`src/hdl/vlti_pkg.sv`:
```
`timescale 1ns / 1ps
// ----------------------------------------------------------------------------
// vlti_pkg
// Shared types, constants and the sequencer program for the video line
// timing and line interrupt block.
// ----------------------------------------------------------------------------
package vlti_pkg;

  // default display geometry (NTSC)
  localparam int PIXELS_PER_LINE_DEF = 342;
  localparam int LINES_PER_FRAME_DEF = 262;
  localparam int ACTIVE_LINES_DEF    = 192;

  // field widths
  localparam int FUNC_W   = 2;
  localparam int PIX_W    = 12;
  localparam int COUNT_W  = 9;
  localparam int RELOAD_W = 8;
  // lines stepped by one item: at most 4095 / 342 + 1 = 12 for the default line length
  localparam int LINES_W  = 5;
  localparam int STEP_W   = 4;

  localparam logic [RELOAD_W-1:0] RELOAD_RESET = 8'hFF;

  // item function codes
  localparam logic [FUNC_W-1:0] FUNC_ADVANCE   = 2'd0;
  localparam logic [FUNC_W-1:0] FUNC_CLR_LINE  = 2'd1;
  localparam logic [FUNC_W-1:0] FUNC_CLR_FRAME = 2'd2;

  // program addresses
  localparam logic [STEP_W-1:0] S_ACCEPT = 4'd0;
  localparam logic [STEP_W-1:0] S_CLEAR  = 4'd1;
  localparam logic [STEP_W-1:0] S_DIVIDE = 4'd2;
  localparam logic [STEP_W-1:0] S_HADD   = 4'd3;
  localparam logic [STEP_W-1:0] S_HWRAP  = 4'd4;
  localparam logic [STEP_W-1:0] S_TEST   = 4'd5;
  localparam logic [STEP_W-1:0] S_LINE   = 4'd6;
  localparam logic [STEP_W-1:0] S_DONE   = 4'd7;
  localparam logic [STEP_W-1:0] S_STATUS = 4'd8;
  localparam logic [STEP_W-1:0] S_WRAP   = 4'd9;

  typedef struct packed {
    logic [FUNC_W-1:0] func;
    logic [PIX_W-1:0]  pixel_count;
  } in_item_t;

  typedef struct packed {
    logic [COUNT_W-1:0] line_number;
    logic [COUNT_W-1:0] h_position;
    logic               line_advanced;
    logic               line_irq;
    logic               frame_flag;
    logic               frame_start;
    logic               last;
  } out_item_t;

  // datapath operations
  typedef enum logic [2:0] {
    OP_NOP,
    OP_LOAD,
    OP_CLEAR,
    OP_DIVIDE,
    OP_HADD,
    OP_HWRAP,
    OP_LINE,
    OP_STATUS
  } op_e;

  // jump conditions
  typedef enum logic [2:0] {
    COND_NEVER,
    COND_ALWAYS,
    COND_NO_ITEM,
    COND_NOT_ADV,
    COND_REM_GE,
    COND_LINES_ZERO,
    COND_LINE_MORE,
    COND_OUT_BUSY
  } cond_e;

  typedef struct packed {
    op_e               op;
    cond_e             cond;
    logic [STEP_W-1:0] target;
  } cw_t;

  // datapath status seen by the sequencer
  typedef struct packed {
    logic no_item;
    logic not_adv;
    logic rem_ge;
    logic lines_zero;
    logic line_more;
    logic out_busy;
  } cond_t;

  // control store: taken jump goes to target, otherwise the next step
  function automatic cw_t micro_rom(input logic [STEP_W-1:0] step);
    cw_t cw;
    case (step)
      S_ACCEPT: cw = '{op: OP_LOAD,   cond: COND_NO_ITEM,    target: S_ACCEPT};
      S_CLEAR:  cw = '{op: OP_CLEAR,  cond: COND_NOT_ADV,    target: S_STATUS};
      S_DIVIDE: cw = '{op: OP_DIVIDE, cond: COND_REM_GE,     target: S_DIVIDE};
      S_HADD:   cw = '{op: OP_HADD,   cond: COND_NEVER,      target: S_ACCEPT};
      S_HWRAP:  cw = '{op: OP_HWRAP,  cond: COND_NEVER,      target: S_ACCEPT};
      S_TEST:   cw = '{op: OP_NOP,    cond: COND_LINES_ZERO, target: S_STATUS};
      S_LINE:   cw = '{op: OP_LINE,   cond: COND_LINE_MORE,  target: S_LINE};
      S_DONE:   cw = '{op: OP_NOP,    cond: COND_ALWAYS,     target: S_ACCEPT};
      S_STATUS: cw = '{op: OP_STATUS, cond: COND_OUT_BUSY,   target: S_STATUS};
      S_WRAP:   cw = '{op: OP_NOP,    cond: COND_ALWAYS,     target: S_ACCEPT};
      default:  cw = '{op: OP_NOP,    cond: COND_ALWAYS,     target: S_ACCEPT};
    endcase
    return cw;
  endfunction

endpackage

```
`src/hdl/vlti_seq.sv`:
```
`timescale 1ns / 1ps
// ----------------------------------------------------------------------------
// vlti_seq
// Step counter and control store; picks the next step from the jump
// condition of the current control word.
// ----------------------------------------------------------------------------
module vlti_seq (
  input  logic          clk_i,
  input  logic          rst_ni,
  input  vlti_pkg::cond_t cond_i,
  output vlti_pkg::cw_t cw_o
);

  logic [vlti_pkg::STEP_W-1:0] step_q;
  logic [vlti_pkg::STEP_W-1:0] step_d;
  vlti_pkg::cw_t               cw;
  logic                        taken;

  // control word fetch
  assign cw   = vlti_pkg::micro_rom(step_q);
  assign cw_o = cw;

  // condition select and next step
  always_comb begin
    case (cw.cond)
      vlti_pkg::COND_NEVER:      taken = 1'b0;
      vlti_pkg::COND_ALWAYS:     taken = 1'b1;
      vlti_pkg::COND_NO_ITEM:    taken = cond_i.no_item;
      vlti_pkg::COND_NOT_ADV:    taken = cond_i.not_adv;
      vlti_pkg::COND_REM_GE:     taken = cond_i.rem_ge;
      vlti_pkg::COND_LINES_ZERO: taken = cond_i.lines_zero;
      vlti_pkg::COND_LINE_MORE:  taken = cond_i.line_more;
      vlti_pkg::COND_OUT_BUSY:   taken = cond_i.out_busy;
      default:                   taken = 1'b1;
    endcase
    step_d = taken ? cw.target : step_q + vlti_pkg::STEP_W'(1);
  end

  // step counter
  always_ff @(posedge clk_i or negedge rst_ni) begin
    if (!rst_ni) begin
      step_q <= vlti_pkg::S_ACCEPT;
    end else begin
      step_q <= step_d;
    end
  end

endmodule

```
`src/hdl/vlti_dp.sv`:
```
`timescale 1ns / 1ps
// ----------------------------------------------------------------------------
// vlti_dp
// Counters, flags, reload register, divide remainder and result register,
// driven one operation per cycle by the sequencer.
// ----------------------------------------------------------------------------
module vlti_dp #(
  parameter int PIXELS_PER_LINE = vlti_pkg::PIXELS_PER_LINE_DEF,
  parameter int LINES_PER_FRAME = vlti_pkg::LINES_PER_FRAME_DEF,
  parameter int ACTIVE_LINES    = vlti_pkg::ACTIVE_LINES_DEF
) (
  input  logic                              clk_i,
  input  logic                              rst_ni,
  input  vlti_pkg::cw_t                     cw_i,
  output vlti_pkg::cond_t                   cond_o,
  input  logic                              in_valid_i,
  input  vlti_pkg::in_item_t                in_item_i,
  input  logic                              cfg_we_i,
  input  logic [vlti_pkg::RELOAD_W-1:0]     cfg_data_i,
  output logic                              out_valid_o,
  input  logic                              out_stall_i,
  output vlti_pkg::out_item_t               out_item_o
);

  localparam int CW = vlti_pkg::COUNT_W;
  localparam int PW = vlti_pkg::PIX_W;
  localparam int LW = vlti_pkg::LINES_W;
  localparam int RW = vlti_pkg::RELOAD_W;

  localparam logic [PW-1:0] PPL_R  = PW'(PIXELS_PER_LINE);
  localparam logic [CW-1:0] LPF_V  = CW'(LINES_PER_FRAME);
  localparam logic [CW-1:0] ACT_V  = CW'(ACTIVE_LINES);
  localparam logic [CW-1:0] VBL_V  = CW'(ACTIVE_LINES + 1);

  // display state
  logic [CW-1:0] h_q, h_d;
  logic [CW-1:0] v_q, v_d;
  logic [RW-1:0] ldc_q, ldc_d;
  logic [RW-1:0] latch_q, latch_d;
  logic [RW-1:0] reload_q;
  logic          irq_q, irq_d;
  logic          frame_q, frame_d;

  // per-item working registers
  logic [vlti_pkg::FUNC_W-1:0] func_q, func_d;
  logic [PW-1:0]               rem_q, rem_d;
  logic [LW-1:0]               lines_q, lines_d;

  // result register
  logic                 out_valid_q, out_valid_d;
  vlti_pkg::out_item_t  out_q, out_d;

  logic          rem_ge;
  logic          out_busy;
  logic [CW-1:0] v_inc;
  logic [RW-1:0] ldc_dec;

  assign rem_ge   = rem_q >= PPL_R;
  assign out_busy = out_valid_q && out_stall_i;
  assign v_inc    = v_q + CW'(1);
  assign ldc_dec  = ldc_q - RW'(1);

  // status for the sequencer
  always_comb begin
    cond_o.no_item    = !in_valid_i;
    cond_o.not_adv    = (func_q != vlti_pkg::FUNC_ADVANCE) || (rem_q == '0);
    cond_o.rem_ge     = rem_ge;
    cond_o.lines_zero = lines_q == '0;
    cond_o.line_more  = out_busy || (lines_q != LW'(1));
    cond_o.out_busy   = out_busy;
  end

  // operation decode
  always_comb begin
    h_d         = h_q;
    v_d         = v_q;
    ldc_d       = ldc_q;
    latch_d     = latch_q;
    irq_d       = irq_q;
    frame_d     = frame_q;
    func_d      = func_q;
    rem_d       = rem_q;
    lines_d     = lines_q;
    out_d       = out_q;
    out_valid_d = out_valid_q && out_stall_i;

    case (cw_i.op)
      vlti_pkg::OP_LOAD: begin
        if (in_valid_i) begin
          func_d  = in_item_i.func;
          rem_d   = in_item_i.pixel_count;
          lines_d = '0;
        end
      end
      vlti_pkg::OP_CLEAR: begin
        if (func_q == vlti_pkg::FUNC_CLR_LINE) begin
          irq_d = 1'b0;
        end
        if (func_q == vlti_pkg::FUNC_CLR_FRAME) begin
          frame_d = 1'b0;
        end
      end
      // whole lines by repeated subtraction
      vlti_pkg::OP_DIVIDE: begin
        if (rem_ge) begin
          rem_d   = rem_q - PPL_R;
          lines_d = lines_q + LW'(1);
        end
      end
      vlti_pkg::OP_HADD: begin
        rem_d = rem_q + PW'(h_q);
      end
      // carry of the horizontal counter into one more line
      vlti_pkg::OP_HWRAP: begin
        if (rem_ge) begin
          h_d     = CW'(rem_q - PPL_R);
          lines_d = lines_q + LW'(1);
        end else begin
          h_d = CW'(rem_q);
        end
      end
      // one line step, one result
      vlti_pkg::OP_LINE: begin
        if (!out_busy) begin
          out_d.frame_start = 1'b0;
          if (v_inc <= ACT_V) begin
            if (ldc_q == '0) begin
              ldc_d = latch_q;
              irq_d = 1'b1;
            end else begin
              ldc_d = ldc_dec;
            end
          end else begin
            latch_d = reload_q;
            ldc_d   = reload_q;
          end
          if (v_inc == VBL_V) begin
            frame_d           = 1'b1;
            out_d.frame_start = 1'b1;
          end
          v_d                 = (v_inc >= LPF_V) ? '0 : v_inc;
          lines_d             = lines_q - LW'(1);
          out_d.line_number   = v_d;
          out_d.h_position    = h_q;
          out_d.line_advanced = 1'b1;
          out_d.line_irq      = irq_d;
          out_d.frame_flag    = frame_d;
          out_d.last          = lines_q == LW'(1);
          out_valid_d         = 1'b1;
        end
      end
      vlti_pkg::OP_STATUS: begin
        if (!out_busy) begin
          out_d.line_number   = v_q;
          out_d.h_position    = h_q;
          out_d.line_advanced = 1'b0;
          out_d.line_irq      = irq_q;
          out_d.frame_flag    = frame_q;
          out_d.frame_start   = 1'b0;
          out_d.last          = 1'b1;
          out_valid_d         = 1'b1;
        end
      end
      default: begin
      end
    endcase
  end

  // display state and control registers
  always_ff @(posedge clk_i or negedge rst_ni) begin
    if (!rst_ni) begin
      h_q         <= '0;
      v_q         <= '0;
      ldc_q       <= '0;
      latch_q     <= '0;
      irq_q       <= 1'b0;
      frame_q     <= 1'b0;
      reload_q    <= vlti_pkg::RELOAD_RESET;
      out_valid_q <= 1'b0;
    end else begin
      h_q         <= h_d;
      v_q         <= v_d;
      ldc_q       <= ldc_d;
      latch_q     <= latch_d;
      irq_q       <= irq_d;
      frame_q     <= frame_d;
      out_valid_q <= out_valid_d;
      if (cfg_we_i) begin
        reload_q <= cfg_data_i;
      end
    end
  end

  // working and result payload
  always_ff @(posedge clk_i) begin
    func_q  <= func_d;
    rem_q   <= rem_d;
    lines_q <= lines_d;
    out_q   <= out_d;
  end

  assign out_valid_o = out_valid_q;
  assign out_item_o  = out_q;

`ifndef ASSERT_OFF
  a_h_range: assert property (@(posedge clk_i) disable iff (!rst_ni)
    h_q < CW'(PIXELS_PER_LINE))
    else $error("horizontal counter out of range");

  a_v_range: assert property (@(posedge clk_i) disable iff (!rst_ni)
    v_q < LPF_V)
    else $error("vertical counter out of range");

  a_status_last: assert property (@(posedge clk_i) disable iff (!rst_ni)
    out_valid_q && !out_q.line_advanced |-> out_q.last && !out_q.frame_start)
    else $error("status result not marked last");

  a_line_count: assert property (@(posedge clk_i) disable iff (!rst_ni)
    cw_i.op == vlti_pkg::OP_LINE |-> lines_q != '0)
    else $error("line step with no lines pending");
`endif

endmodule

```
`src/hdl/video_line_timing_interrupt_top.sv`:
```
`timescale 1ns / 1ps
// ----------------------------------------------------------------------------
// video_line_timing_interrupt_top
// Video line timing with line interrupt counter.
// ----------------------------------------------------------------------------
// Input channel (in_valid_i / in_stall_o / in_item_i): an item with func
// advance adds pixel_count pixel clocks; clear-line and clear-frame items
// drop the line interrupt flag or the frame flag. Output channel
// (out_valid_o / out_stall_i / out_item_o): one result per line stepped,
// or one status result when no line is stepped; last marks the final one.
// cfg_we_i / cfg_data_i write the line interrupt reload value.
// One item is worked at a time. A clear item, an unused code or a zero
// count gives its status result; the next item is taken after the status
// and wrap steps. An advance divides pixel_count by the pixels per line,
// adds the remainder to the horizontal position, carries a wrap into one
// more line, then gives one result per line stepped at one per cycle
// while the receiver does not stall, and the next item is taken after the
// done step; an advance that steps no line gives a status result. The
// whole line count comes from a one-subtract-per-cycle loop. Results
// leave through a register, so a stalled receiver holds the sequencer at
// the current line or status step only.
// Reset clears all display counters and flags and sets the reload value to 0xFF.
// ----------------------------------------------------------------------------
module video_line_timing_interrupt_top #(
  parameter int PIXELS_PER_LINE = vlti_pkg::PIXELS_PER_LINE_DEF,
  parameter int LINES_PER_FRAME = vlti_pkg::LINES_PER_FRAME_DEF,
  parameter int ACTIVE_LINES    = vlti_pkg::ACTIVE_LINES_DEF
) (
  input  logic                          clk_i,
  input  logic                          rst_ni,
  input  logic                          in_valid_i,
  output logic                          in_stall_o,
  input  vlti_pkg::in_item_t            in_item_i,
  output logic                          out_valid_o,
  input  logic                          out_stall_i,
  output vlti_pkg::out_item_t           out_item_o,
  input  logic                          cfg_we_i,
  input  logic [vlti_pkg::RELOAD_W-1:0] cfg_data_i
);

  vlti_pkg::cw_t   cw;
  vlti_pkg::cond_t cond;

  // items are taken only at the accept step
  assign in_stall_o = cw.op != vlti_pkg::OP_LOAD;

  // sequencer
  vlti_seq u_seq (
    .clk_i  (clk_i),
    .rst_ni (rst_ni),
    .cond_i (cond),
    .cw_o   (cw)
  );

  // datapath
  vlti_dp #(
    .PIXELS_PER_LINE (PIXELS_PER_LINE),
    .LINES_PER_FRAME (LINES_PER_FRAME),
    .ACTIVE_LINES    (ACTIVE_LINES)
  ) u_dp (
    .clk_i       (clk_i),
    .rst_ni      (rst_ni),
    .cw_i        (cw),
    .cond_o      (cond),
    .in_valid_i  (in_valid_i),
    .in_item_i   (in_item_i),
    .cfg_we_i    (cfg_we_i),
    .cfg_data_i  (cfg_data_i),
    .out_valid_o (out_valid_o),
    .out_stall_i (out_stall_i),
    .out_item_o  (out_item_o)
  );

endmodule
```
`config.mk`:
```
export PLATFORM = sky130hd
export DESIGN_NAME = video_line_timing_interrupt_top
export DESIGN_NICKNAME = d
export VERILOG_FILES = /design/src/hdl/vlti_pkg.sv /design/src/hdl/vlti_seq.sv /design/src/hdl/vlti_dp.sv /design/src/hdl/video_line_timing_interrupt_top.sv
export SDC_FILE = /design/constraint.sdc
export NUM_CORES = 1
export LEC_CHECK = 0
export ABC_CLOCK_PERIOD_IN_PS = 10700
export BUFFER_PORTS_ARGS = -buffer_cell sky130_fd_sc_hd__buf_2
export CAP_MARGIN = 20
export CORE_MARGIN = 3
export CORE_UTILIZATION = 53
export CTS_CLUSTER_SIZE = 8
export DETAILED_ROUTE_END_ITERATION = 16
export HOLD_SLACK_MARGIN = 0.02
export PLACE_DENSITY_LB_ADDON = 0.15
export SLEW_MARGIN = 5
export SYNTH_ARGS = -nofsm -noshare
export SYNTH_HDL_FRONTEND = slang
export SYNTH_SLANG_ARGS = --single-unit
```
`constraint.sdc`:
```
create_clock -name clk_i -period 10.7 [get_ports clk_i]
set_input_delay 0 -clock clk_i [delete_from_list [all_inputs] [get_ports clk_i]]
set_output_delay 0 -clock clk_i [all_outputs]
set_load 0.03 [all_outputs]
```
# After elaboration in Yosys (flattened, before gate mapping)
# Memory sizes are Yosys's and may differ from the RTL's.
# Cells that the tools add are included.
# classes
n_lt_le_gt_ge,3
reduce_logical,23
n_div,0
n_mux,27
n_shift,0
multipliers,0
n_addsub,7
eq_ne,27
n_bitwise,2
# ops
operator,count
2-to-1 mux 23 bit,2
case mux 23 bit (2 select lines),1
case mux 12 bit (3 select lines),1
"equality test 3 bit, second input constant",8
2-to-1 mux 12 bit,2
2-to-1 mux 9 bit,2
2-to-1 mux 8 bit,2
2-to-1 mux 5 bit,3
case mux 5 bit (3 select lines),1
AND reduction 3 bit,5
adder 12 x 9 -> 12 bit,1
"equality test 3 x 2 -> 1 bit, second input constant",4
">= comparator 12 x 9 -> 1 bit, second input constant",1
logical NOT 12 bit,1
"subtractor 12 x 9 -> 12 bit, second input constant",1
"adder 9 x 1 -> 9 bit, second input constant",1
"equality test 9 x 8 -> 1 bit, second input constant",1
">= comparator 9 bit, second input constant",1
"<= comparator 9 x 8 -> 1 bit, second input constant",1
2-to-1 mux 1 bit,9
logical NOT 8 bit,1
"inequality test 2 x 1 -> 1 bit, second input constant",4
case mux 1 bit (8 select lines),1
"subtractor 8 x 1 -> 8 bit, second input constant",1
23 further kinds,34
# word_totals
mem_count,1
mem_bits_rw,0
mem_bits_ro,144
regBits,91
latchBits,0
output_inout_bits,25
# mem_list
name,depth,word_bits,read_ports,rd_ports_with_merged_regs,write_ports,line_no,text
(name not given),16,9,1,0,0,vlti_pkg.sv:100,case (step)

# Logic depth before layout (Yosys ltp)
# Gate-level depths: netlist of run 1.
# depth
word_depth,5
mapped_depth,11

# By module
# From an unflattened synthesis of run 1, not the netlist that was laid out.
# hier_totals
hier_cells,573
hier_area_um2,5709.2
# modules_own_cells
mod,n_inst,cells_per_inst,area_each_um2,seq_area_each_um2
vlti_dp,1,508,5177.5,2397.3
vlti_seq,1,64,523.0,100.1
video_line_timing_interrupt_top,1,1,8.8,0.0

# Least setup slack after synthesis of run 1
# Ideal clock, no wire load.
# synth_timing
path_type,reg-to-reg
from,register u_seq.step_q[1] (netlist name)
to,"register u_dp.out_q, in the netlist u_dp.out_item_o[0] (enable)"
path_stages_with_launch,10
synth_period_minus_slack_ps,3913
setup_ps,438
path_buffers,1
required_time_ps,10262
t_arrival_ps,3474
slack_ps,6787
cell_sequence,dfrtp_1 > inv_1 > ha_1 > clkbuf_1 > nand2_1 > nor2_1 > a21oi_1 > o22ai_1 > inv_1 > a21boi_0
# synth_between
elab_chain_len,4
word_cells_on_any_way,7
# synth_lines
item,line_no,text
from (decl),vlti_seq.sv:14,logic [vlti_pkg::STEP_W-1:0] step_q;
from (signal assigned),vlti_seq.sv:42,step_q <= vlti_pkg::S_ACCEPT;
from (signal assigned),vlti_seq.sv:44,step_q <= step_d;
memory (16 x 9 bit) (*),--,
equality test 3 bit,vlti_dp.sv:87,case (cw_i.op)
inequality test 2 bit (no line) / nonzero test 2 bit (equally long branches),--,
AND reduction 3 bit (no line) (*),--,
to (signal assigned),vlti_dp.sv:199,out_q <= out_d;
to (decl),vlti_dp.sv:51,"vlti_pkg::out_item_t out_q, out_d;"
# Mark *: on every way between the ends. The rest lies on a longest branch, timed or not.
# A chain may end at the register's enable or synchronous reset.

# Worst setup path after layout of run 1
# layout_timing
from,register u_seq.step_q[1] (netlist name)
to,register u_dp.ldc_q[1]
# layout_between
elab_chain_len,3
# layout_lines
item,line_no,text
memory (16 x 9 bit),--,
equality test 3 bit,vlti_dp.sv:87,
AND reduction 2 bit (no line),--,
to (signal assigned),vlti_dp.sv:183,ldc_q <= ldc_d;
to (decl),vlti_dp.sv:38,"logic [RW-1:0] ldc_q, ldc_d;"
# No other way between the ends.

==> results of run 1 <==
## Yosys cell counts (all sizes together), types with 4 or more instances
cell,n
a211oi,4
nand2b,7
o221ai,7
a21o,4
o21ai,51
or2,4
buf,12
clkbuf,20
and2,9
nand3,16
xnor2,16
edfxtp,42
nor3,16
o211ai,4
a2111oi,4
or3,4
dfstp,8
a21oi,39
dfrtp,41
a22oi,4
nor2b,4
a221o,6
nand2,57
o21a,7
ha,24
nor4,4
mux2,17
inv,29
o22ai,9
mux2i,5
o31ai,4
nor2,36
## power by group through the flow
| stage | clock network, W | registers [W] | logic [W] |
|---|---|---|---|
| after floorplan | 0 | 0.000639 | 0.000608 |
| after global placement | 0 | 0.000646 | 0.000789 |
| after detailed placement | 0 | 0.000647 | 0.000807 |
| after CTS | 0.000240 | 0.000641 | 0.000822 |
| after global routing | 0.000256 | 0.000657 | 0.000924 |
| final | 0.000237 | 0.000643 | 0.000834 |
## final timing paths
| path | end | depth (start not counted) |
|---|---|---|
| worst max-delay path | u_dp.ldc_q[1] | 7 |
| worst min-delay path | u_dp.reload_q[6] | 2 |
| worst max register to register | u_dp.ldc_q[1] | 7 |
| worst min register to register | u_dp.out_item_o[7] | 0 |
| max in group asynchronous | u_seq.step_q[3] | 3 |
| min in group asynchronous | u_dp.h_q[1] | 3 |
## stage by stage
stage | hold slack [ps] | utilization | cell area, sq um | total power (W) | instances
after floorplan | -296 | - | 5510 | 0.00125 | 567
after global placement | 144 | 0.583 | 5800 | 0.00143 | 722
after detailed placement | 149 | 0.584 | 5820 | 0.00145 | 723
after CTS | 27.8 | 0.626 | 6230 | 0.00170 | 761
after global routing | 37.9 | 0.626 | 6240 | 0.00184 | 762
final | 43.1 | 0.626 | 6240 | 0.00171 | 762
## cells by family (layout without fill, tap and decap cells)
logic type | Yosys count | count (layout) | share of synthesized area
flip-flops | 91 | 91 | 0.453
multiplexers | 22 | 22 | 0.0452
XOR/XNOR | 19 | 19 | 0.0302
buffers and inverters | 61 | 123 | 0.0490
AO/OA/AOI/OAI | 170 | 170 | 0.203
adder cells (fa/ha/maj) | 25 | 25 | 0.0581
AND/OR/NAND/NOR | 179 | 179 | 0.162
## cell type report
cell class / instances / area, sq um
Fill cell: 850 / 3720
Multi-Input combinational cell: 415 / 2750
Sequential cell: 91 / 2500
Timing Repair Buffer: 78 / 520
Tap cell: 133 / 166
Clock buffer: 11 / 131
Inverter: 29 / 109
Clock inverter: 5 / 61.3
## timing repair
action                                  4_1_cts  5_1_grt
endpoints found under the hold margin        62        0
endpoints found under the setup margin        0        0
hold buffers                                 22        0
## layer usage
layer	track usage	share of wire
met4	0.0577	0.011
met1	0.346	0.50
met2	0.342	0.44
met3	0.0352	0.051
met5	0	0
## cells in the final DEF (no fill, tap or decap), types with 8 or more instances in the layout
| cell type | instances |
|---|---|
| a21oi_1 | 37 |
| buf_2 | 51 |
| clkbuf_8 | 9 |
| dfrtp_1 | 41 |
| dfstp_2 | 8 |
| dlygate4sd3_1 | 22 |
| edfxtp_1 | 42 |
| ha_1 | 24 |
| inv_1 | 29 |
| mux2_2 | 15 |
| nand2_1 | 57 |
| nand3_1 | 16 |
| nor2_1 | 36 |
| nor3_1 | 16 |
| o21ai_0 | 50 |
| o22ai_1 | 9 |
| xnor2_1 | 16 |
## sequential cells by signal, summed over array words and instances (netlist names), 2 cells and up
signal	count
u_dp.out_item_o	23
u_dp.rem_q	12
u_dp.h_q	9
u_dp.v_q	9
u_dp.latch_q	8
u_dp.ldc_q	8
u_dp.reload_q	8
u_dp.lines_q	5
u_seq.step_q	4
u_dp.func_q	2
==> results.yml, run 1 <==
synthesis:
  async_flop_share: 0.538
  synth_cells: 567
  synth_fp_nets: 619
  netlist.area_leader.share: 0.229
  yosys.area.top_type: "edfxtp_1"
  syn_area_sq_um: 5510
  synth_seq_cells: 91
  synth_edf_count: 42
  synth_cell_type_count: 74
  ys.warnings.count: 0
  synth.avg_cell_area_sq_um: 9.72
  synth-main-ff-cell: "edfxtp_1"
  ys_seq_area_frac: 0.453
  yosys-top-cells-area: "edfxtp_1, dfrtp_1, ha_1, o21ai_0, nand2_1"
setup_path:
  crit_family: "compound AO/OA/AOI/OAI gates"
  cp_cell_sequence: "inv_1 > ha_1 > and4bb_2 > o21a_1 > nand2_1 > a2111oi_0 > a221o_1"
  slowest_stage: "a2111oi_0"
  path_class: "reg2reg"
  crit_path_max_fanout: 27
  cp.arrival_ps: 3310
  worstSetupEndpointType: "flip-flop"
  r2r-start: "u_seq.step_q[1]"
  worstSetupStartpoint: "u_seq.step_q[1]"
  reg2reg_slack_ps: 7680
  cpPeakStageDelay_ps: 590
  critPathRequiredTime_ps: 10990
  cp-start-kind: "flip-flop"
  crit_buf_inv: 1
timing:
  timing.final.crit_share: 0.282
  tns_ps: 0
  rsz0062_at_grt: "no"
  max_freq_mhz: 331
  hold_viol: 0
  clock-skew-final_ps: 13.0
  drv_slew: 0
  post-route-min-period_ps: 3020
  layout_setup_ws_ps: 7680
  slew_headroom: 0.431
  setup_viol: 0
  worst_slew_pin_slew_ps: 852
clock_network:
  cts.repair.resized: 0
  cts_root_buf: "clkbuf_8"
  cts.sinks: 91
  clock_path_buffers: 2
  htreeDepth: 3
  worstSkewPairLatency_ps: 360
  cts_buffers: 9
  cts_tree: "done"
  clk_pin_slew_ps: 90
  postCtsSetupBuffers: 0
power_and_ir_drop:
  seqPwrFrac: 0.375
  switching_share: 0.438
  comb_power_share: 0.487
  p_int_w: 0.000963
  pwr_density_cell_nw_per_um2: 275
  p_clk_frac: 0.138
  vdd_drop_max_mv: 0.124
  net-switching-power_w: 0.000751
  p_leak_nw: 2.52
floorplanning:
  fp.coreArea_sq_um: 9950
  num_rows: 36
  die_w_um: 108
  start_util: 0.554
  ioPinCount: 52
  dieArea_sq_um: 11700
  die_h_um: 108
place:
  port-buffer-count: 51
  dpl.hpwl_um: 9170
  place_congestion: 0.881
  pre_cts_slack_ps: 7630
hold_path:
  hp-class: "in2reg"
  hp-start: "cfg_we_i"
cells_and_area:
  syn2layout_area_growth_pct: 13.1
  num_antenna_cells: 0
  nNetsFinal: 676
  drive_gt1_frac: 0.176
drt:
  dr.pass1.iters: 5
  first_iter_violations: 289
  routedWlPerCell_um: 16.9
  drcViolationCount: 0
  ant_nets: 0
  viasPerCell: 5.94
  wirelength_um: 12900
  dr_total_vias: 4523
global_routing:
  grt_pass1_vias: 4206
  antenna_found_initial: 0
  grt_max_degree: 50
  grt_pass1_wl_um: 21100
  grt_use_total: 0.228
  overflow: 0
flow_run:
  cap_violations: 0
run_status:
  outcome: "completed"
Note: power is estimated with default switching activity, not from simulation.
==> run 2, diff against run 1 <==
--- a/config.mk
+++ b/config.mk
@@ -5,7 +5,7 @@
 export SDC_FILE = /design/constraint.sdc
 export NUM_CORES = 1
 export LEC_CHECK = 0
-export ABC_CLOCK_PERIOD_IN_PS = 10700
+export ABC_CLOCK_PERIOD_IN_PS = 2600
 export BUFFER_PORTS_ARGS = -buffer_cell sky130_fd_sc_hd__buf_2
 export CAP_MARGIN = 20
 export CORE_MARGIN = 3
==> constraint.sdc (replaced) <==
create_clock -name clk_i -period 2.6 [get_ports clk_i]
set_input_delay 0 -clock clk_i [delete_from_list [all_inputs] [get_ports clk_i]]
set_output_delay 0 -clock clk_i [all_outputs]
set_load 0.03 [all_outputs]
==> run 2 against run 1 <==
Clock power grew to 4.3 times the previous value. Via count up 3.9%. Flip-flop and latch count unchanged. Non-clock buffer count rose by 43. Sequential power grew to 3.9 times the previous value. Critical path type unchanged.
==> results.yml, run 2 (synthesized netlist as in run 1, its figures left out) <==
setup_path:
  path_class: "reg2reg"
  crit_path_max_fanout: 4
  cp.arrival_ps: 2780
  worstSetupEndpointType: "flip-flop"
  critPathRequiredTime_ps: 2900
  cp-start-kind: "flip-flop"
timing:
  hold_viol: 0
  setup_viol: 0
  rsz0062_at_grt: "no"
  clock-skew-final_ps: 11.1
  timing.final.crit_share: 0.954
  drv_slew: 0
  hold_ws_ps: 79.1
  max_freq_mhz: 403
  slew_headroom: 0.615
  post-route-min-period_ps: 2480
  worst_slew_pin_slew_ps: 577
  tns_ps: 0
global_routing:
  grt_pass1_vias: 4590
  grt_pass1_wl_um: 22300
  grt_use_total: 0.243
  grt_max_degree: 45
  antenna_found_initial: 0
  overflow: 0
floorplanning:
  fp.coreArea_sq_um: 9950
  die_h_um: 108
  num_rows: 36
  start_util: 0.554
  dieArea_sq_um: 11700
  die_w_um: 108
  ioPinCount: 52
drt:
  ant_nets: 0
  wl_met3_um: 758
  wl_met1_um: 6390
  dr_total_vias: 4698
  top_layer: "met4"
  first_iter_violations: 280
  dr.pass1.iters: 7
  drcViolationCount: 0
  wirelength_um: 13500
  viasPerCell: 5.84
  met2_length_um: 6240
  routedWlPerCell_um: 16.8
cells_and_area:
  largest_reg_flops: 23
  layout.cells.most_common: "nand2_1"
  nNetsFinal: 719
  syn2layout_area_growth_pct: 21.0
  fillCellCount: 813
  drive_gt1_frac: 0.234
  final_cell_mix: "nand2_1, buf_2, o21ai_0, edfxtp_1, dfrtp_1"
  num_antenna_cells: 0
place:
  port-buffer-count: 51
  place_congestion: 0.945
  dpl.hpwl_um: 9430
power_and_ir_drop:
  pwr_density_cell_nw_per_um2: 1110
  vdd_drop_max_mv: 0.672
  seqPwrFrac: 0.339
  switching_share: 0.427
  p_int_w: 0.00425
  net-switching-power_w: 0.00317
  comb_power_share: 0.525
  p_clk_frac: 0.136
  p_leak_nw: 2.76
clock_network:
  htreeDepth: 3
  worstSkewPairLatency_ps: 370
  cts_tree: "done"
  clock_path_buffers: 2
  cts_root_buf: "clkbuf_8"
  clk_pin_slew_ps: 90
  cts.sinks: 91
  cts_buffers: 9
run_status:
  outcome: "completed"
hold_path:
  hp-class: "in2reg"
flow_run:
  cap_violations: 0
[run 2: cell types whose count changed in the layout (fill, tap and decap cells not counted), moves of 2 or more]
cell	delta
nor2_2	+2
ha_2	+3
ha_1	-4
clkinvlp_4	-3
buf_12	+2
dlygate4sd3_1	+10
buf_4	+32
nor2_1	-2
inv_4	+3
[run 2: repair_timing]
item                       CTS  global route
resized for setup            0            12
hold endpoints to repair    63             2
hold buffers                31             1
buffers inserted             0             1
setup endpoints to repair    0            57
[run 2: power by group through the flow]
stage          combinational [W]  sequential (W)  clock, W
6_report                 0.00390         0.00252   0.00101
5_1_grt                  0.00433         0.00256   0.00110
3_5_place_dp             0.00375         0.00254         0
4_1_cts                  0.00382         0.00251   0.00103
2_1_floorplan            0.00252         0.00262         0
3_3_place_gp             0.00368         0.00252         0
[run 2: cell type report]
class	instances	area (sq um)	area share
timing repair buffer	121	886	0.133
tap	133	166	0.0249
sequential	91	2500	0.375
multi-input combinational	415	2810	0.422
clock buffer	11	141	0.0212
clock inverter	5	57.6	0.00863
inverter	29	109	0.0163
[run 2: worst max-delay path, cell delays in order, from the launching register on]
cell and delay (ps):
edfxtp_1 450, inv_1 140, ha_1 150, or4b_2 650
a32oi_1 240, o211ai_1 130, o211ai_1 160, mux2_2 360
mux2i_1 130
[run 2: path summary, 6_finish.rpt]
path / start / endpoint / slack [ps] / cells after the start
min in group asynchronous: rst_ni / u_dp.v_q[3] / 600 / 3
worst min-delay path: in_valid_i / u_dp.func_q[0] / 80 / 2
max in group asynchronous: rst_ni / u_dp.reload_q[2] / 1280 / 5
worst max register to register: u_dp.lines_q[1] / u_seq.step_q[2] / 120 / 8
worst max-delay path: u_dp.lines_q[1] / u_seq.step_q[2] / 120 / 8
worst min register to register: u_dp.h_q[0] / u_dp.out_item_o[5] / 490 / 0
[run 2: per-stage QoR]
stage | area, sq um | setup WS (ps) | std cells | total power, W | util
final | 6670 | 119 | 805 | 0.00742 | 0.670
after global routing | 6670 | 5.95 | 805 | 0.00799 | 0.670
after CTS | 6590 | 38.7 | 802 | 0.00737 | 0.662
after detailed placement | 6080 | 78.6 | 755 | 0.00629 | 0.611
after global placement | 6080 | 158 | 755 | 0.00621 | 0.611
after floorplan | 5540 | 50.9 | 567 | 0.00515 | -
[run 2: metal layers]
layer / GRT usage / up-vias
met5: 0 / -
met4: 0.0649 / 0
met3: 0.0561 / 13
met2: 0.377 / 147
met1: 0.344 / 2247
li1: - / 2291
